## src/rtl/rxnfa_pkg.sv

```systemverilog
// ----------------------------------------------------------------------------
// rxnfa_pkg
// Shared types and constants of the streaming regex NFA matcher.
// ----------------------------------------------------------------------------
package rxnfa_pkg;

    localparam int MAX_ATOMS  = 64;
    localparam int MASK_W     = 64;
    localparam int CNT_W      = 7;
    localparam int PFX_LEVELS = $clog2(MAX_ATOMS);
    localparam int CFG_IDX_W  = 3;
    localparam int CFG_DATA_W = 64;

    // configuration register indexes
    localparam logic [CFG_IDX_W-1:0] REG_SYMBOL_MASK   = 3'd0;
    localparam logic [CFG_IDX_W-1:0] REG_OPTIONAL_MASK = 3'd1;
    localparam logic [CFG_IDX_W-1:0] REG_REPEAT_MASK   = 3'd2;
    localparam logic [CFG_IDX_W-1:0] REG_ALT_START     = 3'd3;
    localparam logic [CFG_IDX_W-1:0] REG_ATOM_COUNT    = 3'd4;
    localparam logic [CFG_IDX_W-1:0] REG_EMPTY_ALT     = 3'd5;

    // command codes
    localparam logic CMD_RESTART = 1'b0;
    localparam logic CMD_SYMBOL  = 1'b1;

    // symbol codes
    localparam logic SYM_A = 1'b0;
    localparam logic SYM_B = 1'b1;

    typedef struct packed {
        logic cmd;
        logic symbol;
    } t_in_item;

    typedef struct packed {
        logic accepted;
        logic dead;
    } t_out_item;

    typedef struct packed {
        logic [MASK_W-1:0] symbol_mask;
        logic [MASK_W-1:0] optional_mask;
        logic [MASK_W-1:0] repeat_mask;
        logic [MASK_W-1:0] alt_start_mask;
        logic [CNT_W-1:0]  atom_count;
        logic              empty_alternative;
    } t_cfg;

    // closure results: positions reachable before each atom, atoms in use,
    // and whether some alternative has run to its end
    typedef struct packed {
        logic [MAX_ATOMS-1:0] reach;
        logic [MAX_ATOMS-1:0] used;
        logic [CNT_W-1:0]     n_used;
        logic                 hit;
    } t_clos;

endpackage

```

## src/rtl/rxnfa_closure.sv

```systemverilog
// ----------------------------------------------------------------------------
// rxnfa_closure
// Epsilon closure over the atom chain as a parallel prefix network.
// ----------------------------------------------------------------------------
module rxnfa_closure
    import rxnfa_pkg::*;
(
    input  logic [MAX_ATOMS-1:0] i_act,
    input  logic                 i_start,
    input  t_cfg                 i_cfg,
    output t_clos                o_clos
);

    logic [CNT_W-1:0]     n_used;
    logic [MAX_ATOMS-1:0] alt_first;
    logic [MAX_ATOMS-1:0] used;
    logic [MAX_ATOMS-1:0] last;
    logic [MAX_ATOMS-1:0] cin;
    logic [MAX_ATOMS-1:0] cout;
    logic [MAX_ATOMS-1:0] g [PFX_LEVELS+1];
    logic [MAX_ATOMS-1:0] p [PFX_LEVELS+1];

    assign n_used = (i_cfg.atom_count > CNT_W'(MAX_ATOMS)) ? CNT_W'(MAX_ATOMS)
                                                           : i_cfg.atom_count;

    genvar i, l;
    generate
        for (i = 0; i < MAX_ATOMS; i++) begin : g_pos
            if (i == 0) begin : g_first
                assign alt_first[i] = 1'b1;
                assign cin[i]       = i_start;
            end else begin : g_rest
                assign alt_first[i] = i_cfg.alt_start_mask[i];
                assign cin[i]       = alt_first[i] ? i_start : cout[i-1];
            end
            if (i + 1 < MAX_ATOMS) begin : g_lnext
                assign last[i] = (CNT_W'(i + 1) >= n_used) || i_cfg.alt_start_mask[i+1];
            end else begin : g_lend
                assign last[i] = 1'b1;
            end
            assign used[i] = CNT_W'(i) < n_used;
            // an alternative's first atom sees the start flag, not its left neighbor
            assign g[0][i] = i_act[i] | (alt_first[i] & i_start & i_cfg.optional_mask[i]);
            assign p[0][i] = ~alt_first[i] & i_cfg.optional_mask[i];
        end

        for (l = 0; l < PFX_LEVELS; l++) begin : g_lvl
            localparam int D = 1 << l;
            for (i = 0; i < MAX_ATOMS; i++) begin : g_node
                if (i >= D) begin : g_comb
                    assign g[l+1][i] = g[l][i] | (p[l][i] & g[l][i-D]);
                    assign p[l+1][i] = p[l][i] & p[l][i-D];
                end else begin : g_pass
                    assign g[l+1][i] = g[l][i];
                    assign p[l+1][i] = p[l][i];
                end
            end
        end
    endgenerate

    assign cout = g[PFX_LEVELS];

    assign o_clos.reach  = cin & used;
    assign o_clos.used   = used;
    assign o_clos.n_used = n_used;
    assign o_clos.hit    = (i_start & i_cfg.empty_alternative) | (|(last & cout & used));

endmodule

```

## src/rtl/regex_nfa_stream_matcher_core.sv

```systemverilog
// ----------------------------------------------------------------------------
// regex_nfa_stream_matcher_core
// Streaming matcher of a symbol stream over {a,b} against an alternation of
// atom sequences held as bit masks; one active bit per atom.
//
//  channel | valid       | ready        | payload
//  --------+-------------+--------------+------------------------------
//  input   | i_in_valid  | o_in_ready   | i_in_item  (cmd, symbol)
//  result  | o_out_valid | i_out_ready  | o_out_item (accepted, dead)
//  config  | i_cfg_valid | o_cfg_ready  | i_cfg_index, i_cfg_data
//
// One item per cycle while the output is not stalled. An item updates the atom
// state at its transfer edge; its result is then read off the closure of that
// state and lands in the output register once the output is free. The closure
// is a six-level prefix network over the atoms. Synchronous active-low reset
// initialises state and configuration. A stalled output holds one pending item
// and then drops o_in_ready.
// ----------------------------------------------------------------------------
module regex_nfa_stream_matcher_core
    import rxnfa_pkg::*;
(
    input  logic                  i_clk,
    input  logic                  i_rst_n,
    input  logic                  i_in_valid,
    output logic                  o_in_ready,
    input  t_in_item              i_in_item,
    output logic                  o_out_valid,
    input  logic                  i_out_ready,
    output t_out_item             o_out_item,
    input  logic                  i_cfg_valid,
    output logic                  o_cfg_ready,
    input  logic [CFG_IDX_W-1:0]  i_cfg_index,
    input  logic [CFG_DATA_W-1:0] i_cfg_data
);

    t_cfg                 r_cfg;
    logic [MAX_ATOMS-1:0] r_active, n_active;
    logic                 r_start, n_start;
    logic                 r_pend;
    logic                 r_out_valid;
    t_out_item            r_out_item, n_out_item;

    t_clos                clos;
    logic [MAX_ATOMS-1:0] match;
    logic                 out_free;
    logic                 in_xfer;
    logic                 pend_move;

    rxnfa_closure u_closure (
        .i_act   (r_active),
        .i_start (r_start),
        .i_cfg   (r_cfg),
        .o_clos  (clos)
    );

    assign out_free   = ~r_out_valid | i_out_ready;
    assign pend_move  = r_pend & out_free;
    assign o_in_ready = ~r_pend | out_free;
    assign in_xfer    = i_in_valid & o_in_ready;
    assign o_cfg_ready = 1'b1;

    assign match = (i_in_item.symbol == SYM_B) ? r_cfg.symbol_mask[MAX_ATOMS-1:0]
                                               : ~r_cfg.symbol_mask[MAX_ATOMS-1:0];

    always_comb begin
        n_active = r_active;
        n_start  = r_start;
        if (in_xfer) begin
            if (i_in_item.cmd == CMD_RESTART) begin
                n_active = '0;
                n_start  = 1'b1;
            end else begin
                n_active = (clos.reach | (r_active & r_cfg.repeat_mask[MAX_ATOMS-1:0]))
                           & match & clos.used;
                n_start  = 1'b0;
            end
        end
    end

    // the result of the pending item is the closure of the current state
    always_comb begin
        n_out_item.accepted = clos.hit;
        n_out_item.dead     = r_start ? (clos.n_used == '0) : (r_active == '0);
    end

    always_ff @(posedge i_clk) begin
        if (!i_rst_n) begin
            r_active    <= '0;
            r_start     <= 1'b1;
            r_pend      <= 1'b0;
            r_out_valid <= 1'b0;
        end else begin
            r_active <= n_active;
            r_start  <= n_start;
            if (in_xfer) begin
                r_pend <= 1'b1;
            end else if (pend_move) begin
                r_pend <= 1'b0;
            end
            if (pend_move) begin
                r_out_valid <= 1'b1;
            end else if (i_out_ready) begin
                r_out_valid <= 1'b0;
            end
        end
    end

    always_ff @(posedge i_clk) begin
        if (pend_move) begin
            r_out_item <= n_out_item;
        end
    end

    always_ff @(posedge i_clk) begin
        if (!i_rst_n) begin
            r_cfg.symbol_mask       <= '0;
            r_cfg.optional_mask     <= '0;
            r_cfg.repeat_mask       <= '0;
            r_cfg.alt_start_mask    <= MASK_W'(1);
            r_cfg.atom_count        <= '0;
            r_cfg.empty_alternative <= 1'b0;
        end else if (i_cfg_valid) begin
            case (i_cfg_index)
                REG_SYMBOL_MASK:   r_cfg.symbol_mask       <= i_cfg_data[MASK_W-1:0];
                REG_OPTIONAL_MASK: r_cfg.optional_mask     <= i_cfg_data[MASK_W-1:0];
                REG_REPEAT_MASK:   r_cfg.repeat_mask       <= i_cfg_data[MASK_W-1:0];
                REG_ALT_START:     r_cfg.alt_start_mask    <= i_cfg_data[MASK_W-1:0];
                REG_ATOM_COUNT:    r_cfg.atom_count        <= i_cfg_data[CNT_W-1:0];
                REG_EMPTY_ALT:     r_cfg.empty_alternative <= i_cfg_data[0];
                default: begin
                end
            endcase
        end
    end

    assign o_out_valid = r_out_valid;
    assign o_out_item  = r_out_item;

endmodule

```

## config.mk

```make
export PLATFORM = sky130hd
export DESIGN_NAME = regex_nfa_stream_matcher_core
export DESIGN_NICKNAME = d
export VERILOG_FILES = /design/src/rtl/rxnfa_pkg.sv /design/src/rtl/rxnfa_closure.sv /design/src/rtl/regex_nfa_stream_matcher_core.sv
export SDC_FILE = /design/constraint.sdc
export NUM_CORES = 1
export LEC_CHECK = 0
export ABC_AREA = 1
export BUFFER_PORTS_ARGS = -buffer_cell sky130_fd_sc_hd__buf_4
export CAP_MARGIN = 20
export CELL_PAD_IN_SITES_DETAIL_PLACEMENT = 0
export CELL_PAD_IN_SITES_GLOBAL_PLACEMENT = 1
export CORE_UTILIZATION = 30
export DETAILED_ROUTE_END_ITERATION = 10
export PLACE_DENSITY = 0.61
export SLEW_MARGIN = 40
export SYNTH_ARGS = -nofsm -noshare
export SYNTH_HDL_FRONTEND = slang
export SYNTH_SLANG_ARGS = --single-unit
```

## constraint.sdc

```tcl
create_clock -name i_clk -period 2.41 [get_ports i_clk]
set_input_delay 0.241 -clock i_clk [delete_from_list [all_inputs] [get_ports i_clk]]
set_output_delay 0.241 -clock i_clk [all_outputs]
set_load 0.005 [all_outputs]
```

== Word level (Yosys, flattened, before mapping) ==
Index checks and enable logic that the tools add are counted.

* Magnitude comparators: 128
* Equal/unequal tests: 5
* Mux-type cells: 72
* Bitwise logic cells: 1,233
* Reductions and logical operators: 75

{| class="wikitable"
|+ Operators by type and width
! cell !! count
|-
| $and 1x1->1 || 772
|-
| $or 1x1->1 || 388
|-
| $and 64x64->64 || 6
|-
| $ge 6x7->1 const A || 32
|-
| $lt 6x7->1 const A || 32
|-
| $mux 64 || 2
|-
| $ge 5x7->1 const A || 16
|-
| $lt 5x7->1 const A || 16
|-
| $mux 1 || 69
|-
| $not 1->1 || 65
|-
| $logic_not 64->1 || 1
|-
| $not 64->64 || 1
|-
| $or 64x64->64 || 1
|-
| $reduce_or 64->1 || 1
|-
| $logic_or 1x1->1 || 63
|-
| $ge 4x7->1 const A || 8
|-
| $lt 4x7->1 const A || 8
|-
| $ge 3x7->1 const A || 4
|-
| $lt 3x7->1 const A || 4
|-
| $ge 2x7->1 const A || 2
|-
| $lt 1x7->1 const A || 2
|-
| $lt 2x7->1 const A || 2
|-
| $reduce_and 2->1 || 6
|-
| $ge 1x7->1 const A || 1
|-
| other kinds (8) || 11
|}

* Register bits: 333
* Input port bits: 74
* Logic and storage cells: 1,525

== Longest topological paths before layout ==
Gate-level depths: netlist of run 1.

* Word-level depth: 20
* Mapped depth: 21
* Mapped depth without buffers: 21

== Hierarchy ==
A second synthesis of run 1 with hierarchy kept.

* Cell total of the unflattened synthesis: 3,673
* Area total of the unflattened synthesis: 21,286.7 um^2

{| class="wikitable"
|+ By module, submodules not included
! module !! instances !! cells an instance !! area an instance (um^2) !! seq. area each (um^2)
|-
| regex_nfa_stream_matcher_core || 1 || 1,765 || 13,190.2 || 6,686.4
|-
| rxnfa_closure || 1 || 1,908 || 8,096.5 || 0.0
|}

== Least setup slack after synthesis of run 1 ==
No wires, ideal clock.

* Path type: reg-to-reg
* Start point: reg r_start
* End point: reg r_out_item (netlist bit o_out_item[1]) (data pin)
* Library setup time: 0.260 ns
* Arrival time: 1.722 ns
* Required time: 2.150 ns
* Setup slack: 0.428 ns
* Cell stages (with the launch flop): 19
* Buffers on the path: 2
* Clock period less this slack: 1.982 ns
* Path through: dfxtp_1 buf_6 buf_6 nand2_2 o21ai_1 nand2_1 nand2_1 a21oi_2 nand2_1 nand2_1 nand2_1 a21oi_1 nand2_1 nand2_1 nand2_1 nor2_1 nand2_1 nor2_1 nand3_1

{| class="wikitable"
|+ RTL lines
! what !! RTL line !! RTL
|-
| start, declared || regex_nfa_stream_matcher_core.sv:38 || <nowiki>logic r_start, n_start;</nowiki>
|-
| start signal, assigned || regex_nfa_stream_matcher_core.sv:94 || <nowiki>r_start <= n_start;</nowiki>
|-
| end signal, assigned || regex_nfa_stream_matcher_core.sv:110 || <nowiki>r_out_item <= n_out_item;</nowiki>
|-
| end, declared || regex_nfa_stream_matcher_core.sv:41 || <nowiki>t_out_item r_out_item, n_out_item;</nowiki>
|}

==> results.json, run 1 <==
{
  "worst_setup_path_end_kind": "flip-flop",
  "totalPowerFinal_mw": 14.2,
  "max-vdd-ir-drop_mv": 0.405,
  "setup-tns-final_ns": -1.11,
  "dpl.hpwl_um": 70100,
  "number_of_max_capacitance_violations_reported": 0,
  "initial_antenna_violation_count": 3,
  "power.internal_mw": 10.4,
  "syn_inst_count": 3438,
  "critical_path_arrival_ns": 3.04,
  "outcome": "finished, violations left",
  "cp-endpoint": "o_out_item[1]$_DFFE_PP_",
  "report.final.slew_viol_count": 0,
  "firstDrtPassIters": 7,
  "reg2reg_from": "r_start$_SDFFE_PN1P_",
  "die-area_sq_um": 68500,
  "post_synth_net_total": 3512,
  "track_usage_pct": 26.9,
  "layout-drive-gt1-share_pct": 26.8,
  "vias_per_cell": 4.83,
  "rows": 94,
  "path_delay_family": "simple AND/OR/NAND/NOR gates",
  "floorplan_die_width_um": 262,
  "slew_at_the_pin_closest_to_its_max_slew_limit_ns": 0.759,
  "num_antenna_cells": 0,
  "initialDrtViolationCount": 1467,
  "power_per_cell_area_nw_per_um2": 482,
  "routed_wirelength_um": 92800,
  "path_common_cell": "sky130_fd_sc_hd__nand2_1",
  "hold_path_class": "primary input to flip-flop",
  "cp_max_fo": 29,
  "grt_start_max_net_pins": 127,
  "clock_tree_from_tritoncts": "done",
  "initial_utilization_pct": 30.6,
  "min_period_over_period_pct": 113,
  "n_fill_cell": 7146,
  "worst_slew_margin_rel_pct": 49.4,
  "worstSetupStartpointType": "flip-flop",
  "max-clock-path-buffers": 3,
  "p_seq_share_pct": 40.6,
  "path_clk_slew_ns": 0.07,
  "syn2layout_area_growth_pct": 45.7,
  "share_comb_of_total_power_pct": 12.6,
  "p_clk_share_pct": 46.8,
  "crit_chain": "buf_12, nand2_1, o21ai_1, nand2_1, nand2_1, a21oi_2, buf_4, o21a_1, nand2_1, a21oi_1, nand2_2, nand2_1, nand4_1, nor2_2, buf_4, nand3_1",
  "io-pin-count": 79,
  "crit_type": "flip-flop to flip-flop",
  "post-synth-top-area-fraction_pct": 32.6,
  "critical_path_depth": 16,
  "route.detailed.drc": 0,
  "hold_path.startpoint": "i_cfg_index[2]",
  "ys.flop_type": "sky130_fd_sc_hd__dfxtp_1",
  "library_cells_used_by_synthesis": 44,
  "grt_first_pass_wirelength_um": 141000,
  "finalSetupViolations": 17,
  "finalNonFillerCells": 5004,
  "clock-sinks": 332,
  "cts.htree.levels": 2,
  "footprint_of_the_multi_input_gates_sq_um": 12100,
  "cpMaxStageDelayCell": "sky130_fd_sc_hd__dfxtp_4",
  "unrepaired_setup_endpoints_after_global_routing": "true",
  "timing.critical_path.buf_inv": 3,
  "min_path_cells": 4,
  "setup_ws_ns": -0.303,
  "power.share.switching_pct": 26.5,
  "async_sr_flop_fraction_pct": 0,
  "worstSkewPairLatency_ns": 0.58,
  "via_count": 24163,
  "overflow": 0,
  "power.switching_mw": 3.77,
  "detailed_place.area_sq_um": 26000,
  "critical_path_required_ns": 2.74,
  "ant_nets": 0,
  "synth.area.top_cells": "sky130_fd_sc_hd__dfxtp_1, sky130_fd_sc_hd__nand2_1, sky130_fd_sc_hd__inv_1, sky130_fd_sc_hd__nor2_1, sky130_fd_sc_hd__o21ai_0",
  "fmaxAchievable_mhz": 369,
  "number_of_nets_at_the_end_of_the_flow": 4182,
  "yosysWarnings": 0,
  "reported_leakage_power_nw": 13.6,
  "yosysSeqAreaShare_pct": 32.9,
  "seq_area_sq_um": 6670,
  "final_hold_viol_count": 0,
  "final_period_minus_worst_setup_slack_ns": 2.71,
  "failed_checks": "setup timing",
  "worstRegToRegCells": 16,
  "worst_clock_skew_ns": 0.0281,
  "reg2reg_to": "o_out_item[1]$_DFFE_PP_",
  "yosys_register_bits": 332,
  "post-synth-top-area-cell": "sky130_fd_sc_hd__dfxtp_1",
  "slowest_delay_ns": 0.43,
  "timing.critical_path.from": "r_start$_SDFFE_PN1P_",
  "finish.instance_area_sq_um": 29500,
  "wire_per_inst_um": 18.5,
  "gp_routability_congestion": 0.970,
  "buffer_ports.inserted": 77,
  "clock_tree_root_driver_cell": "sky130_fd_sc_hd__clkbuf_16",
  "avgSynthCellArea_sq_um": 5.89,
  "die-height_um": 262,
  "synth_enable_flop_cells": 2,
  "final_core_util_pct": 44.5,
  "dp_cells": 4846,
  "synthesis.area_sq_um": 20200,
  "core_area_sq_um": 66200,
  "tritoncts.num_buffers": 41,
  "timing.reg2reg.setup_slack_ns": -0.30,
  "grt_pass1_vias": 23857
}
cells in the mapped netlist (4+ instances only):
cell type                  number
sky130_fd_sc_hd__xor2_1        10
sky130_fd_sc_hd__clkbuf_1     110
sky130_fd_sc_hd__nand3_1      127
sky130_fd_sc_hd__inv_2         25
sky130_fd_sc_hd__nor3_1        24
sky130_fd_sc_hd__buf_6          7
sky130_fd_sc_hd__nand2_2        7
sky130_fd_sc_hd__nor2_1       518
sky130_fd_sc_hd__nor2_2         4
sky130_fd_sc_hd__nor2_4         5
sky130_fd_sc_hd__nand2_1      890
sky130_fd_sc_hd__a21oi_2        4
sky130_fd_sc_hd__o21ai_0      306
sky130_fd_sc_hd__o21bai_1      10
sky130_fd_sc_hd__nor4_1         6
sky130_fd_sc_hd__o21ai_1       32
sky130_fd_sc_hd__a21oi_1      294
sky130_fd_sc_hd__inv_1        543
sky130_fd_sc_hd__o211ai_1      31
sky130_fd_sc_hd__a21boi_0       4
sky130_fd_sc_hd__nand4_1       67
sky130_fd_sc_hd__xnor2_1       52
sky130_fd_sc_hd__o21a_1         4
sky130_fd_sc_hd__dfxtp_1      330
through the flow:
| stage | setup slack, ns | hold slack (ns) |
|---|---|---|
| 2_1_floorplan | 0.428 | 0.376 |
| 3_3_place_gp | -0.840 | 0.465 |
| 3_5_place_dp | -0.764 | 0.467 |
| 4_1_cts | -0.263 | 0.0551 |
| 5_1_grt | -0.435 | 0.126 |
| 6_report | -0.303 | 0.0953 |
layout make-up:
class,instances,share of cell area (%)
flip-flops and latches,332,22.6
repair buffers,750,20.6
clock inverters,12,0.569
clock buffers,63,4.32
inverters,569,7.25
multi-input cells,2414,41.0
well taps,864,3.67
registers in the layout, indices dropped and copies added (netlist names):
signal and flops:
o_out_item 2, r_pend 1, r_active 64, r_cfg 263, o_out_valid 1, r_start 1
worst min-delay path by stage:
| stage | end | slack, ns |
|---|---|---|
| 2_1_floorplan | r_cfg[137]$_SDFFE_PN0P_ | 0.38 |
| 3_3_place_gp | o_out_valid$_SDFFE_PN0P_ | 0.46 |
| 3_5_place_dp | r_cfg[167]$_SDFFE_PN0P_ | 0.47 |
| 4_1_cts | r_cfg[0]$_SDFFE_PN0P_ | 0.06 |
| 5_1_grt | r_cfg[0]$_SDFFE_PN0P_ | 0.13 |
| 6_report | r_cfg[0]$_SDFFE_PN0P_ | 0.1 |
cells by family (layout without fill, tap and decap cells):
| family | Yosys count | count (layout) | synth area share [%] |
|---|---|---|---|
| other cells | 1 | 1 | 0.0185 |
| buf+inv | 692 | 1394 | 13.1 |
| compound gates | 695 | 695 | 18.0 |
| xor+xnor | 62 | 62 | 2.68 |
| flops | 332 | 332 | 32.9 |
| simple gates | 1656 | 1656 | 33.2 |
routing by layer:
layer,GRT usage (%),wire length [um],share of wire [%]
met5,0,13,0.014
met3,2.35,3600,3.9
met1,38.1,45500,49
met4,6.41,2090,2.2
met2,44.0,41600,45
cell usage in the layout, fill, tap and decap left out, types with 20 or more instances in the layout:
master	Yosys	final
sky130_fd_sc_hd__o21ai_2	1	21
sky130_fd_sc_hd__o21ai_0	306	295
sky130_fd_sc_hd__nor2_4	5	23
sky130_fd_sc_hd__a21oi_2	4	23
sky130_fd_sc_hd__a21oi_1	294	271
sky130_fd_sc_hd__nand3_1	127	101
sky130_fd_sc_hd__nand2_1	890	751
sky130_fd_sc_hd__o211ai_1	31	31
sky130_fd_sc_hd__nand2_2	7	132
sky130_fd_sc_hd__nand4_1	67	67
sky130_fd_sc_hd__inv_1	543	536
sky130_fd_sc_hd__xnor2_1	52	52
sky130_fd_sc_hd__o21ai_1	32	20
sky130_fd_sc_hd__clkbuf_16	0	45
sky130_fd_sc_hd__nor2_2	4	67
sky130_fd_sc_hd__nand3_2	3	23
sky130_fd_sc_hd__dlygate4sd3_1	0	68
sky130_fd_sc_hd__dfxtp_1	330	327
sky130_fd_sc_hd__inv_2	25	31
sky130_fd_sc_hd__nor2_1	518	437
sky130_fd_sc_hd__buf_4	1	649
sky130_fd_sc_hd__nor3_1	24	20
tightest hold or removal path: stages:
cell and delay [ns]:
sky130_fd_sc_hd__buf_4 0.12, sky130_fd_sc_hd__nand2_1 0.07, sky130_fd_sc_hd__o21ai_0 0.10, sky130_fd_sc_hd__a21oi_1 0.11
power by group through the flow:
| stage | clock network [mW] | registers (mW) | logic [mW] |
|---|---|---|---|
| floorplan | 0 | 5.85 | 0.762 |
| global placement | 0 | 5.88 | 1.62 |
| detailed placement | 0 | 5.88 | 1.63 |
| CTS | 6.81 | 5.76 | 1.76 |
| global route | 7.00 | 5.78 | 1.95 |
| finish | 6.66 | 5.77 | 1.79 |
what timing repair did:
| action | CTS | global route |
|---|---|---|
| endpoints found under the hold margin | 236 | 0 |
| pin swaps | 29 | 31 |
| gates resized for setup | 204 | 172 |
| setup buffers | 7 | 7 |
| hold buffers | 68 | 0 |
| endpoints found under the setup margin | 44 | 41 |
| gates cloned | 0 | 1 |
Power figures use the tool's default switching activity.
==> inputs of run 2 (changes only) <==
- ABC_CLOCK_PERIOD_IN_PS: not set -> 2410
- BUFFER_PORTS_ARGS: -buffer_cell sky130_fd_sc_hd__buf_4 -> not set
- DONT_BUFFER_PORTS: not set -> 1
- PLACE_DENSITY: 0.61 -> 0.6
- REMOVE_ABC_BUFFERS: not set -> 1
==> results.json, run 2 (same netlist as run 1, synthesis figures left out) <==
{
  "outcome": "finished, violations left",
  "failed_checks": "setup timing",
  "hold_path_class": "primary input to flip-flop",
  "power_per_cell_area_nw_per_um2": 480,
  "clock-sinks": 332,
  "fmaxAchievable_mhz": 361,
  "wire_per_inst_um": 20.0,
  "worst_setup_path_end_kind": "flip-flop",
  "track_usage_pct": 29.0,
  "initial_antenna_violation_count": 4,
  "firstDrtPassIters": 7,
  "tritoncts.num_buffers": 44,
  "post-place-ws_ns": -0.889,
  "max-clock-path-buffers": 3,
  "setup_ws_ns": -0.358,
  "finalSetupViolations": 11,
  "n_fill_cell": 7028,
  "max-vdd-ir-drop_mv": 0.475,
  "critical_path_arrival_ns": 3.09,
  "reported_leakage_power_nw": 13.7,
  "final_core_util_pct": 45.6,
  "routed_wirelength_um": 99700,
  "io-pin-count": 79,
  "syn2layout_area_growth_pct": 49.3,
  "finalNonFillerCells": 4996,
  "number_of_max_capacitance_violations_reported": 0,
  "slew_at_the_pin_closest_to_its_max_slew_limit_ns": 0.828,
  "footprint_of_the_multi_input_gates_sq_um": 12500,
  "dpl.hpwl_um": 71300,
  "final_hold_viol_count": 0,
  "ant_nets": 0,
  "register_with_the_most_flip_flops": "r_cfg",
  "grt_first_pass_wirelength_um": 149000,
  "cts.htree.levels": 2,
  "clock_tree_root_driver_cell": "sky130_fd_sc_hd__clkbuf_16",
  "layout-drive-gt1-share_pct": 27.3,
  "route.detailed.drc": 0,
  "worst_clock_skew_ns": 0.0220,
  "via_count": 24609,
  "grt_pass1_vias": 24464,
  "vias_per_cell": 4.93,
  "detailed_place.area_sq_um": 25100,
  "gp_routability_congestion": 0.962,
  "unrepaired_setup_endpoints_after_global_routing": "true",
  "initial_utilization_pct": 30.6,
  "seq_area_sq_um": 6670,
  "path_clk_slew_ns": 0.06,
  "buffer_ports.inserted": 0,
  "overflow": 0,
  "worst_slew_margin_rel_pct": 44.8,
  "final_period_minus_worst_setup_slack_ns": 2.77,
  "grt_start_max_net_pins": 178,
  "dp_cells": 4733,
  "worstSkewPairLatency_ns": 0.60,
  "cp_max_fo": 7,
  "worstSetupStartpointType": "flip-flop",
  "mostFrequentLayoutCell": "sky130_fd_sc_hd__nand2_1",
  "die-height_um": 262,
  "largest_register_ffs": 263,
  "report.final.slew_viol_count": 0,
  "initialDrtViolationCount": 1672,
  "timing.reg2reg.setup_slack_ns": -0.36,
  "crit_type": "flip-flop to flip-flop",
  "critical_path_required_ns": 2.74,
  "rows": 94,
  "floorplan_die_width_um": 262,
  "finish.instance_area_sq_um": 30200,
  "number_of_nets_at_the_end_of_the_flow": 4170,
  "core_area_sq_um": 66200,
  "die-area_sq_um": 68500,
  "min_period_over_period_pct": 115,
  "final_cell_mix": "sky130_fd_sc_hd__nand2_1, sky130_fd_sc_hd__buf_4, sky130_fd_sc_hd__inv_1",
  "clock_tree_from_tritoncts": "done"
}
## run 2: cell count changes in the layout (fill, tap and decap cells not counted), sizes merged
| cell | before | now |
|---|---|---|
| clkinvlp | 0 | 3 |
| clkbuf | 64 | 61 |
| clkinv | 8 | 9 |
| buf | 681 | 579 |
| diode | 0 | 2 |
| inv | 569 | 572 |
| dlygate4sd3 | 68 | 156 |
## run 2: area by class of cell
| type | instances | area share [%] |
|---|---|---|
| Tap cell | 864 | 3.58 |
| Clock buffer | 61 | 4.19 |
| Inverter | 569 | 7.08 |
| Timing Repair Buffer | 735 | 20.8 |
| Antenna cell | 2 | 0.0166 |
| Multi-Input combinational cell | 2414 | 41.4 |
| Sequential cell | 332 | 22.1 |
| Clock inverter | 19 | 0.820 |
## run 2: where the power goes
part / internal (mW) / leakage (nW) / switching, mW
logic: 0.738 / 10.3 / 1.09
clock network: 4.13 / 0.737 / 2.77
registers: 5.66 / 2.70 / 0.112
total: 10.5 / 13.7 / 3.96
## run 2: routing by layer
metal | GRT usage (%) | vias up | part of all wire, %
li1 | - | 12089 | -
met1 | 39.0 | 11752 | 46
met2 | 48.8 | 626 | 46
met3 | 3.16 | 140 | 4.6
met4 | 8.04 | 2 | 2.7
met5 | 0 | - | 0.012
## run 2: worst paths after layout
| path | startpoint | to | cells after the start |
|---|---|---|---|
| worst max-delay path | r_start$_SDFFE_PN1P_ | o_out_item[1]$_DFFE_PP_ | 21 |
| worst min-delay path | i_in_item[0] | r_active[50]$_SDFFE_PN0P_ | 4 |
| worst max register to register | r_start$_SDFFE_PN1P_ | o_out_item[1]$_DFFE_PP_ | 21 |
| worst min register to register | r_active[55]$_SDFFE_PN0P_ | r_active[55]$_SDFFE_PN0P_ | 2 |
## run 2: critical path, cell delays in order (launching register included)
cell and delay, ns:
sky130_fd_sc_hd__dfxtp_4 0.40, sky130_fd_sc_hd__buf_12 0.16, sky130_fd_sc_hd__buf_16 0.15, sky130_fd_sc_hd__nand3_2 0.06, sky130_fd_sc_hd__nand2_2 0.08, sky130_fd_sc_hd__inv_1 0.06, sky130_fd_sc_hd__nand2_1 0.07, sky130_fd_sc_hd__nand2_1 0.08
sky130_fd_sc_hd__nand2_2 0.06, sky130_fd_sc_hd__inv_1 0.07, sky130_fd_sc_hd__nand2_2 0.07, sky130_fd_sc_hd__a21oi_2 0.14, sky130_fd_sc_hd__nand2_2 0.13, sky130_fd_sc_hd__buf_6 0.16, sky130_fd_sc_hd__nand2_1 0.06, sky130_fd_sc_hd__nand2_2 0.07
sky130_fd_sc_hd__nor2_4 0.21, sky130_fd_sc_hd__nand2_1 0.07, sky130_fd_sc_hd__nor2_1 0.09, sky130_fd_sc_hd__nand2_1 0.07, sky130_fd_sc_hd__nor2_2 0.12, sky130_fd_sc_hd__nand3_2 0.09
## run 2: per-stage QoR
stage                     setup TNS [ns]  power [mW]  hold WS [ns]
final                             -0.880        14.5        0.0489
after global routing               -3.91        15.0        0.0689
after CTS                          -1.16        14.6        0.0134
after detailed placement           -6.82        7.27         0.384
after global placement             -6.32        7.26         0.378
after floorplan                  -174.39        6.51         0.376
## run 2: what timing repair did
action                                 in CTS  in global routing
setup buffers                              14                  8
endpoints found under the hold margin     321                  0
setup endpoints to repair                  37                 43
pin swaps                                  53                 79
gates resized for setup                   236                306
cloned                                      3                  0
hold buffers                              158                  0
==> inputs of run 3 (changes only) <==
--- a/config.mk
+++ b/config.mk
@@ -12,4 +12,5 @@
 export CELL_PAD_IN_SITES_GLOBAL_PLACEMENT = 1
 export CORE_UTILIZATION = 30
+export CTS_CLUSTER_SIZE = 28
 export DETAILED_ROUTE_END_ITERATION = 10
 export DONT_BUFFER_PORTS = 1
==> constraint.sdc (replaced) <==
create_clock -name i_clk -period 2.41 [get_ports i_clk]
set_input_delay 0.241 -clock i_clk [delete_from_list [all_inputs] [get_ports i_clk]]
set_output_delay 0.241 -clock i_clk [all_outputs]
set_load 0.1 [all_outputs]
==> results.json, run 3 (same netlist as run 1, synthesis figures left out) <==
{
  "outcome": "finished, violations left",
  "failed_checks": "setup timing",
  "critical_path_arrival_ns": 3.02,
  "worst_clock_skew_ns": 0.0366,
  "number_of_nets_at_the_end_of_the_flow": 4195,
  "grt_pass1_vias": 24249,
  "layout-drive-gt1-share_pct": 29.3,
  "track_usage_pct": 29.0,
  "initial_utilization_pct": 30.6,
  "finalSetupViolations": 16,
  "rows": 94,
  "power_per_cell_area_nw_per_um2": 462,
  "largest_register_ffs": 263,
  "vias_per_cell": 4.95,
  "final_hold_viol_count": 0,
  "syn2layout_area_growth_pct": 51.4,
  "overflow": 0,
  "grt_start_max_net_pins": 176,
  "max-clock-path-buffers": 3,
  "tritoncts.num_buffers": 42,
  "footprint_of_the_multi_input_gates_sq_um": 12800,
  "worstRegToRegCells": 22,
  "cp_max_fo": 5,
  "seq_area_sq_um": 6680,
  "via_count": 24811,
  "reg2reg_to": "o_out_item[1]$_DFFE_PP_",
  "clock_tree_from_tritoncts": "done",
  "crit_type": "flip-flop to flip-flop",
  "reported_leakage_power_nw": 14.1,
  "final_period_minus_worst_setup_slack_ns": 2.67,
  "report.final.slew_viol_count": 0,
  "initial_antenna_violation_count": 2,
  "critical_path_required_ns": 2.75,
  "wire_per_inst_um": 20.1,
  "min_path_cells": 3,
  "path_clk_slew_ns": 0.07,
  "buffer_ports.inserted": 0,
  "floorplan_die_width_um": 262,
  "initialDrtViolationCount": 1718,
  "fmaxAchievable_mhz": 374,
  "worst_slew_margin_rel_pct": 40.9,
  "slew_at_the_pin_closest_to_its_max_slew_limit_ns": 0.887,
  "min_period_over_period_pct": 111,
  "io-pin-count": 79,
  "hold_path_class": "primary input to flip-flop",
  "die-area_sq_um": 68500,
  "worst_hold_path.endpoint": "r_cfg[76]$_SDFFE_PN0P_",
  "detailed_place.area_sq_um": 25200,
  "worst_setup_path_end_kind": "flip-flop",
  "core_area_sq_um": 66200,
  "ant_nets": 0,
  "grt_first_pass_wirelength_um": 149000,
  "register_with_the_most_flip_flops": "r_cfg",
  "cts.htree.levels": 2,
  "reg2reg_from": "r_start$_SDFFE_PN1P_",
  "final_cell_mix": "sky130_fd_sc_hd__nand2_1, sky130_fd_sc_hd__buf_4, sky130_fd_sc_hd__inv_1",
  "number_of_max_capacitance_violations_reported": 0,
  "clock_tree_root_driver_cell": "sky130_fd_sc_hd__clkbuf_16",
  "routed_wirelength_um": 101000,
  "timing.reg2reg.setup_slack_ns": -0.26,
  "unrepaired_setup_endpoints_after_global_routing": "true",
  "dpl.hpwl_um": 72800,
  "hold_path.startpoint": "i_rst_n",
  "setup_ws_ns": -0.263,
  "worstSetupStartpointType": "flip-flop",
  "worstSkewPairLatency_ns": 0.60,
  "finish.instance_area_sq_um": 30600,
  "clock-sinks": 332,
  "route.detailed.drc": 0,
  "die-height_um": 262,
  "setup-tns-final_ns": -0.747,
  "firstDrtPassIters": 6,
  "mostFrequentLayoutCell": "sky130_fd_sc_hd__nand2_1",
  "gp_routability_congestion": 0.983,
  "max-vdd-ir-drop_mv": 0.437,
  "n_fill_cell": 6974
}
[run 3: changes by cell type in the layout (fill, tap and decap cells not counted), sizes merged]
| cell | change |
|---|---|
| clkinv | -2 |
| inv | -2 |
| dlygate4sd3 | +3 |
| clkbuf | -2 |
| buf | +24 |
| clkinvlp | -2 |
[run 3: area by class of cell]
type                    count  share of cell area (%)
inverters                 569                    6.99
multi-input cells        2414                    41.9
clock buffers              59                    3.90
clock inverters            13                   0.621
well taps                 864                    3.53
flip-flops and latches    332                    21.8
diodes                      2                  0.0163
repair buffers            762                    21.2
[run 3: timing repair]
action                                 CTS  global route
resized for setup                      271           396
pin swaps                               76           124
hold buffers                           161             0
setup endpoints to repair               37            42
endpoints found under the hold margin  319             0
cloned                                   2             0
setup buffers                           22            11
[run 3: per-layer routing]
| metal | track usage, % | part of all wire (%) |
|---|---|---|
| met4 | 8.19 | 3.0 |
| met5 | 0 | 0 |
| met2 | 48.6 | 46 |
| met3 | 3.36 | 4.8 |
| met1 | 39.1 | 46 |
[run 3: worst max path at each step]
stage / slack (ns) / cells past startpoint / startpoint / endpoint
5_1_grt: -0.40 / 22 / r_start$_SDFFE_PN1P_ / o_out_item[1]$_DFFE_PP_
3_5_place_dp: -0.96 / 15 / r_cfg[7]$_SDFFE_PN0P_ / o_out_item[1]$_DFFE_PP_
2_1_floorplan: -3.25 / 7 / o_out_valid$_SDFFE_PN0P_ / r_active[10]$_SDFFE_PN0P_
6_report: -0.26 / 22 / r_start$_SDFFE_PN1P_ / o_out_item[1]$_DFFE_PP_
3_3_place_gp: -0.96 / 15 / r_cfg[7]$_SDFFE_PN0P_ / o_out_item[1]$_DFFE_PP_
4_1_cts: -0.30 / 22 / r_start$_SDFFE_PN1P_ / o_out_item[1]$_DFFE_PP_
[run 3: worst max-delay path, stage by stage (launching register included)]
cell,delay (ns)
sky130_fd_sc_hd__dfxtp_4,0.40
sky130_fd_sc_hd__buf_12,0.17
sky130_fd_sc_hd__buf_8,0.13
sky130_fd_sc_hd__nand3_2,0.06
sky130_fd_sc_hd__nand2_2,0.08
sky130_fd_sc_hd__nand2_2,0.07
sky130_fd_sc_hd__nand2_2,0.07
sky130_fd_sc_hd__nand2_2,0.06
sky130_fd_sc_hd__nand2_2,0.06
sky130_fd_sc_hd__inv_2,0.07
sky130_fd_sc_hd__nand2_4,0.06
sky130_fd_sc_hd__buf_6,0.12
sky130_fd_sc_hd__inv_4,0.05
sky130_fd_sc_hd__nand3_4,0.13
sky130_fd_sc_hd__buf_6,0.16
sky130_fd_sc_hd__nand3_1,0.06
sky130_fd_sc_hd__nand2_1,0.07
sky130_fd_sc_hd__inv_2,0.07
sky130_fd_sc_hd__nand2_2,0.08
sky130_fd_sc_hd__nor2_4,0.18
sky130_fd_sc_hd__nand3_4,0.11
sky130_fd_sc_hd__nor2_4,0.09
sky130_fd_sc_hd__nand3_2,0.07
[run 3: report_power, final]
group          switching (mW)  internal, mW  total [mW]
registers               0.127          5.66        5.79
clock network            2.64          3.88        6.52
logic                    1.11         0.743        1.85
[run 3: through the flow]
stage | setup slack (ns) | instances | hold slack [ns] | power [mW] | util [%]
after floorplan | -3.25 | 3315 | 0.376 | 6.54 | -
after global routing | -0.396 | 5015 | 0.00545 | 14.7 | 46.3
after global placement | -0.960 | 4748 | 0.377 | 7.29 | 38.0
after CTS | -0.302 | 5003 | 0.00635 | 14.2 | 44.3
final | -0.263 | 5015 | 0.0317 | 14.2 | 46.3
after detailed placement | -0.958 | 4748 | 0.383 | 7.30 | 38.0
